==> src/design/bpa_pkg.sv <==
// shared types and constants for the buddy page allocator
package bpa_pkg;

  localparam int NUM_PAGES = 4096;
  localparam int MAX_ORDER = 11;
  localparam int IDX_W     = $clog2(NUM_PAGES);
  localparam int LVL_W     = 4;
  localparam int CNT_W     = 13;
  localparam int TOT_W     = 24;
  localparam int PFN_W     = 20;
  localparam int FRAME_W   = 21;

  typedef logic [IDX_W-1:0] idx_t;
  typedef logic [LVL_W-1:0] lvl_t;

  // one word of the page memory
  typedef struct packed {
    lvl_t ord;
    logic used;
    logic fhead;
    idx_t nxt;
    idx_t prv;
  } page_word_t;

  localparam int WORD_W = $bits(page_word_t);

  typedef enum logic [1:0] {
    ST_OK        = 2'd0,
    ST_BAD_ORDER = 2'd1,
    ST_NO_MEM    = 2'd2,
    ST_RANGE     = 2'd3
  } status_t;

  typedef enum logic [1:0] {
    REG_FIRST_FRAME = 2'd0,
    REG_PAGE_COUNT  = 2'd1
  } reg_idx_t;

  typedef enum logic [4:0] {
    S_CLEAR,
    S_IDLE,
    S_A_START,
    S_A_UNL,
    S_A_LOOP,
    S_A_FIN,
    S_F_START,
    S_F_HEAD,
    S_F_CHK,
    S_F_BUD,
    S_U_PRD,
    S_U_PWR,
    S_U_NWR,
    S_F_ORD_RD,
    S_F_ORD_WR,
    S_PU_WR,
    S_PU_TW,
    S_OUT
  } fsm_t;

  // list update request towards the free list registers
  typedef struct packed {
    logic inc;
    logic dec;
    lvl_t lvl;
    logic wr_head;
    idx_t head_val;
    logic wr_tail;
    idx_t tail_val;
    logic set_full;
    logic clr_full;
  } lst_cmd_t;

  typedef struct packed {
    idx_t                 head;
    idx_t                 tail;
    logic                 full;
    logic [MAX_ORDER-1:0] full_mask;
    logic [CNT_W-1:0]     free_pages;
  } lst_stat_t;

endpackage

==> src/design/bpa_free_lists.sv <==
// per-order list heads, tails, block counts and running free page total
module bpa_free_lists (
  input  logic                clk,
  input  logic                rst,
  input  bpa_pkg::lst_cmd_t   cmd,
  output bpa_pkg::lst_stat_t  stat
);
  import bpa_pkg::*;

  idx_t                 head [MAX_ORDER];
  idx_t                 tail [MAX_ORDER];
  logic [MAX_ORDER-1:0] full;
  logic [CNT_W-1:0]     cnt  [MAX_ORDER];
  logic [TOT_W-1:0]     total;
  logic [TOT_W-1:0]     unit;
  logic [TOT_W-1:0]     wrapv;
  logic [CNT_W-1:0]     cnt_cur;

  assign cnt_cur = cnt[cmd.lvl];
  assign unit    = TOT_W'(1) << cmd.lvl;
  assign wrapv   = TOT_W'({CNT_W{1'b1}}) << cmd.lvl;

  always_ff @(posedge clk) begin
    if (rst) begin
      full  <= '0;
      total <= '0;
      for (int o = 0; o < MAX_ORDER; o++) begin
        cnt[o] <= '0;
      end
    end else begin
      // counts wrap at their width, so the total follows the wrap
      if (cmd.inc) begin
        cnt[cmd.lvl] <= cnt_cur + 1'b1;
        total <= (cnt_cur == {CNT_W{1'b1}}) ? total - wrapv : total + unit;
      end else if (cmd.dec) begin
        cnt[cmd.lvl] <= cnt_cur - 1'b1;
        total <= (cnt_cur == '0) ? total + wrapv : total - unit;
      end
      if (cmd.set_full) begin
        full[cmd.lvl] <= 1'b1;
      end else if (cmd.clr_full) begin
        full[cmd.lvl] <= 1'b0;
      end
    end
  end

  always_ff @(posedge clk) begin
    if (cmd.wr_head) begin
      head[cmd.lvl] <= cmd.head_val;
    end
    if (cmd.wr_tail) begin
      tail[cmd.lvl] <= cmd.tail_val;
    end
  end

  always_comb begin
    stat.head       = head[cmd.lvl];
    stat.tail       = tail[cmd.lvl];
    stat.full       = full[cmd.lvl];
    stat.full_mask  = full;
    stat.free_pages = (total > TOT_W'({CNT_W{1'b1}})) ? {CNT_W{1'b1}} : total[CNT_W-1:0];
  end

endmodule

==> config.mk <==
export PLATFORM = sky130hd
export DESIGN_NAME = bpa_free_lists
export DESIGN_NICKNAME = d
export VERILOG_FILES = /design/src/design/bpa_pkg.sv /design/src/design/bpa_free_lists.sv
export SDC_FILE = /design/constraint.sdc
export NUM_CORES = 1
export LEC_CHECK = 0
export ABC_CLOCK_PERIOD_IN_PS = 11800
export BUFFER_PORTS_ARGS = -buffer_cell sky130_fd_sc_hd__buf_2
export CAP_MARGIN = 20
export CORE_ASPECT_RATIO = 1.25
export CORE_UTILIZATION = 48
export DETAILED_ROUTE_END_ITERATION = 8
export SYNTH_ARGS = -nofsm -noshare
export SYNTH_HDL_FRONTEND = slang
export SYNTH_SLANG_ARGS = --single-unit
==> constraint.sdc <==
create_clock -name clk -period 11.8 [get_ports clk]
set_clock_uncertainty 0.05 [all_clocks]
set_input_delay 1.77 -clock clk [delete_from_list [all_inputs] [get_ports clk]]
set_output_delay 1.77 -clock clk [all_outputs]
set_load 0.05 [all_outputs]
; Word-level counts from Yosys, hierarchy flattened
; Memories as Yosys holds them, arrays and structs flattened.
; Index checks and enable logic that the tools add are counted.
; W data, S select, Z words.
[word_totals]
reg_bits = 35
mem_bits_ro = 0
mem_bits_rw = 407
output_inout_bits = 49
in_bits = 36
latchBits = 0
n_memories = 3
word_cells = 54
[mem_list]
columns = memory, words, word_bits, rd, rd_ports_with_merged_regs, wr, line
row1 = cnt, 11, 13, 1, 0, 11, bpa_free_lists.sv:13  ; logic [CNT_W-1:0] cnt [MAX_ORDER];
row2 = head, 11, 12, 1, 0, 1, bpa_free_lists.sv:10  ; idx_t head [MAX_ORDER];
row3 = tail, 11, 12, 1, 0, 1, bpa_free_lists.sv:11  ; idx_t tail [MAX_ORDER];
[classes]
n_bitwise = 4
add_sub_neg = 6
div_mod_pow = 0
reduce_logical = 5
shift = 2
magnitude_cmp = 3
eq_ne = 1
multipliers = 0
n_mux = 28
[ops]
columns = cell, n
row1 = $mux W24, 4
row2 = $add A24 B24 Y24, 2
row3 = $sub A24 B24 Y24, 2
row4 = $mux W13, 3
row5 = $gt A24 B13 Y1 const B, 1
row6 = $shl A1 B4 Y24 const A, 1
row7 = $shl A13 B4 Y24 const A, 1
row8 = $mux W11, 2
row9 = $mux W1, 16
row10 = $add A13 B1 Y13 const B, 1
row11 = $eq A13 B13 Y1 const B, 1
row12 = $logic_not A13 Y1, 1
row13 = $reduce_or A13 Y1, 1
row14 = $sub A13 B1 Y13 const B, 1
row15 = $and A11 B11 Y11, 1
row16 = $not A11 Y11, 1
row17 = $or A11 B11 Y11, 1
row18 = $lt A4 B5 Y1 const B, 1
row19 = $bmux W1 S4, 1
row20 = $demux W1 S4, 1
row21 = $ge A4 B1 Y1 const B, 1
row22 = $mux W4, 1
row23 = $reduce_bool A2 Y1, 2
row24 = $logic_and A1 B1 Y1, 1
row25 = $or A1 B1 Y1, 1

; Depth between registers and ports, before layout
[logic_depth]
word_depth = 8
depth_mapped = 29
ltp_nobuf = 24

; Least setup slack after synthesis
; No wires, ideal clock.
[synth_timing]
path_kind = input-to-reg
from = in cmd[29] (netlist bit)
to = reg total[23]
setup_ns = 0.123
arrival_ns = 8.112
path_buffers = 4
slack_ns = 3.515
stages = 28
cell_sequence = clkbuf_1 > clkbuf_1 > mux4_2 > a22oi_1 > nand2_1 > or4_1 > nor4_4 > buf_2 > buf_1 > mux2i_1 > ha_1 > nand2_1 > mux2i_1 > nor2_1 > nor3_2 > mux2i_1 > o311a_1 > ha_1 > a21oi_1 > o21ai_0 > or2_2 > nor2_1 > a21oi_1 > a211oi_1 > nor2_1 > mux2_2 > o221ai_1 > mux2_1
[synth_via]
elab_chain_len = 5
word_cells_on_any_way = 13
cone_classes = 4 x add/sub / 1 x eq/ne / 2 x shift / 4 x mux / 1 x reduce/logical / 1 x memory
[synth_rtl]
columns = item, line
row1 = from (decl), bpa_free_lists.sv:5  ; input bpa_pkg::lst_cmd_t cmd,
row2 = $shl A13 B4 Y24 (tied with other cells), bpa_free_lists.sv:21  ; assign wrapv = TOT_W'({CNT_W{1'b1}}) << cmd.lvl;
row3 = $add A24 B24 Y24 (tied with other cells), bpa_free_lists.sv:37  ; total <= (cnt_cur == '0) ? total + wrapv : total - unit;
row4 = $mux W24, bpa_free_lists.sv:37
row5 = $mux W24, bpa_free_lists.sv:35  ; end else if (cmd.dec) begin
row6 = $mux W24 *, bpa_free_lists.sv:32  ; if (cmd.inc) begin
row7 = to (signal assigned), bpa_free_lists.sv:34  ; total <= (cnt_cur == {CNT_W{1'b1}}) ? total - wrapv : total + unit;
row8 = to (signal assigned), bpa_free_lists.sv:37
row9 = to (decl), bpa_free_lists.sv:14  ; logic [TOT_W-1:0] total;
; Every way passes the cells marked *; elsewhere a longest branch is shown, timed or not. The select of a mux whose other input is x is not followed.
; A chain may end at the register's enable or synchronous reset.

; Final worst setup path
[layout_timing]
from = in cmd[28] (netlist bit)
to = reg total[23]
; Same word-level chain as after synthesis.

==> summary by stage <==
Die
The starting density of the core is 48.5%. 85 I/O pins were placed. The row count is 89. The die height is approximately 250 um. The total die area is slightly below 50000 um^2. The x dimension of the die is between 150 and 200 um. The core outline area is ~47000 um^2.

Power
After layout, the design draws a total of 4.34 mW. Dividing total power by cell area gives a power density of around 170 nW/um^2. The maximum vdd ir drop is approximately 0.00014 V.

In this run the static leakage power is ~9 nW.

Global route
The wire length of the first global-routing pass is 83100 um. The number of global-route vias before repair came to 13700. The remaining global-route overflow is 0. The combined global-route utilization of all metal layers is about 23%.

Entering global routing, the biggest net connects 85 pins. The number of antenna violations at the first check in global routing is 4.

Clock tree
The longest clock path from root to sink contains 3 buffers. The worst-skew pair later-pin latency is about 0.58 ns. For this design, the sink count on the clock tree is 507. Buffers inserted during clock tree synthesis total 49.

The H-tree was split into 2 levels. The post-CTS repair timing setup buffer count is 0. The count of cells resized by post-cts repair is 0. In this run, post-CTS hold repair placed 0 buffers. After clock tree synthesis, the clock-pin slew on the worst setup and hold paths is roughly 0.06 ns. The buffer type at the clock tree root is sky130_fd_sc_hd__clkbuf_16.

TritonCTS built the clock tree.

Setup path
The maximum cell stage delay along the critical path is ~0.63 ns. The launching element type of the critical path is a primary input. Among all stages on the critical path, the largest delay is contributed by sky130_fd_sc_hd__buf_4. The critical-path maximum fanout is 66.

The type of the setup path with the least slack is primary input to flop. Data on the critical path arrives at its endpoint at 9.27 ns. The setup check on the worst reg-to-reg path leaves a slack of between 4 and 5 ns. The type of destination of the critical path is a flop.

The data required time of the worst path is 12.22 ns.

Run status
The flow ran to the end, and the final reports show no timing, DRC or antenna violations.

Yosys
The count of warnings emitted by yosys is 0. The synthesized design contains ~510 register bits. The library cell with the highest instance count after synthesis is sky130_fd_sc_hd__edfxtp_1.

By count the netlist is led by sky130_fd_sc_hd__edfxtp_1, sky130_fd_sc_hd__nor2_1, sky130_fd_sc_hd__nand2_1. The post-synthesis cell type count is between 60 and 70. Sorting the synthesized cells by area gives the leading types as sky130_fd_sc_hd__edfxtp_1, sky130_fd_sc_hd__mux4_2, sky130_fd_sc_hd__dfxtp_1, sky130_fd_sc_hd__nor2_1, sky130_fd_sc_hd__mux2i_1. The prevailing post-synth register cell is sky130_fd_sc_hd__edfxtp_1. Counting flops with a built-in enable in the synthesized netlist gives roughly 460. The register area share after synthesis is roughly 65%. The number of nets handed over by synthesis was 1688. Counting flops with an async set or reset pin after synthesis yields a share of 0%. After synthesis the cells add up to 22800 um^2. After technology mapping, the gate count stands at roughly 1600. The biggest area contributor in the post-synthesis netlist is sky130_fd_sc_hd__edfxtp_1.

The top cell type's share of synthesized area is 60.4%. Averaged over all synthesized cells, the footprint is 14.1 um^2.

Routing
The detailed router's first-iteration violation count is about 1100. After detailed routing, the met3 layer carries a little over 3000 um of wire. The DRC violations left is 0. The detail route stage leaves a number of antenna-violating nets equal to 0. The routed length on met1 is about 22000 um. The routed layout has approximately 14000 vias. The mean routed wirelength per cell is about 23 um. The detailed router used layers up to and including met5. The vias per cell is about 5.9.

The routed design has 54800 um of wire. The first detailed-routing pass took 5 iterations. Summed over all nets, wire length on met2 after detailed routing comes to 27900 um.

Placed design
During placement, the flow inserted port buffers numbering between 80 and 90. Detailed placement ended at an HPWL of roughly 35000 um. The congestion estimate from routability-driven global placement came to slightly below 0.9.

STA
The worst path in the final design needs a cycle of 8.85 ns, including I/O delays and setup. Timing would allow up to about 110 MHz. Setup repair after global routing left no endpoint under its margin. The final max-slew violation count is 0. The worst slew margin relative to its limit is between 20% and 30%.

At the pin with the least slew margin, the transition time is ~1.1 ns. The final setup violation count is 0. The hold violation count in the final report is 0. For the final routed database, the setup TNS stands at 0 ns.

The final cycle utilization of the critical path is about three quarters.

Cells and area
The area growth from synthesis to final layout is 11.2%. 0 antenna diodes ended up in the layout. The filler cells instantiated in the layout total 3890.

The multi-input combinational cells in the finished layout cover a total of 7600 um^2. The final layout contains about 1700 nets. Of the cells placed in the final design, the portion with a size suffix greater than 1 is between 10% and 20%. In the final layout, flip-flops and latches occupy 14700 um^2.

Job
Max-cap violations in this run came to 0.

Min path
In this run the worst hold path is classified as flop to flop.
-- layout make-up --
type | instances | share of cell area, %
well taps | 637 | 3.14
repair buffers | 108 | 2.43
inverters | 28 | 0.414
flip-flops and latches | 507 | 58.1
multi-input cells | 977 | 30.0
clock inverters | 23 | 0.666
clock buffers | 67 | 5.29
-- power by group --
part | switching, mW | internal (mW)
Combinational | 0.492 | 0.273
Clock | 0.668 | 0.824
Sequential | 0.0404 | 2.04
Total | 1.20 | 3.14
-- kinds of logic (layout without fill, tap and decap cells) --
kind of cell / count (synthesis) / in the layout / synth area share, %
xor gates and xnor gates: 38 / 38 / 1.46
AOI/OAI and AO/OA: 260 / 260 / 6.90
adders and majority gates: 38 / 38 / 2.15
muxes: 169 / 169 / 13.2
and+or+nand+nor: 472 / 472 / 9.34
DFF: 507 / 507 / 64.6
buffers and inverters: 130 / 226 / 2.32
-- cell usage in the layout (no fill, tap or decap), drive strengths merged, types with 4 or more instances in the layout --
cell	netlist	layout
a211oi	6	6
a21o	6	6
a21oi	56	56
a22oi	31	31
a31oi	10	10
and2	13	13
and3	26	26
buf	24	108
clkbuf	78	67
clkinv	3	18
dfxtp	48	48
edfxtp	459	459
ha	36	36
inv	25	29
mux2	5	5
mux2i	59	59
mux4	105	105
nand2	141	141
nand2b	12	12
nand3	41	41
nand4	4	4
nor2	177	177
nor2b	8	8
nor3	17	17
nor4	7	7
o21a	6	6
o21ai	104	104
o21bai	7	7
o22ai	6	6
or2	18	18
xnor2	23	23
xor2	15	15
-- through the flow --
step	cells	setup WS [ns]	hold slack, ns	area, um^2	utilization [%]
2_1_floorplan	1614	3.51	0.383	22800	-
3_3_place_gp	2257	2.42	0.394	23900	50.7
3_5_place_dp	2257	2.37	0.396	23900	50.7
4_1_cts	2347	2.97	0.405	25400	53.9
5_1_grt	2347	2.36	0.418	25400	53.9
6_report	2347	2.95	0.410	25400	53.9
-- flip-flops by register name, summed over array words and instances, names as in the netlist, named ones only --
name / flops
cnt: 208
head: 132
total: 24
tail: 132
-- path summary, 6_finish.rpt --
path	startpoint	endpoint	depth (start not counted)
max	cmd[28]	total[23]$_SDFFE_PP0P_	27
min	cnt[10][1]$_SDFFE_PP0P_	cnt[10][1]$_SDFFE_PP0P_	2
max reg2reg	cnt[12][0]$_DFFE_PP_	total[23]$_SDFFE_PP0P_	25
min reg2reg	cnt[10][1]$_SDFFE_PP0P_	cnt[10][1]$_SDFFE_PP0P_	2
-- critical path, delay by kind of cell --
family,cells,cell delay [ns]
AO/OA/AOI/OAI,7,1.40
multiplexers,6,2.12
AND/OR/NAND/NOR,9,1.79
adder cells (fa/ha/maj),2,0.55
buffers and inverters,3,1.43
-- metal layers --
layer,vias up,GRT usage (%)
met3,96,3.09
met5,-,0
li1,6273,-
met4,4,6.75
met2,408,39.6
met1,6970,30.5
Note: power is estimated with default switching activity, not from simulation.
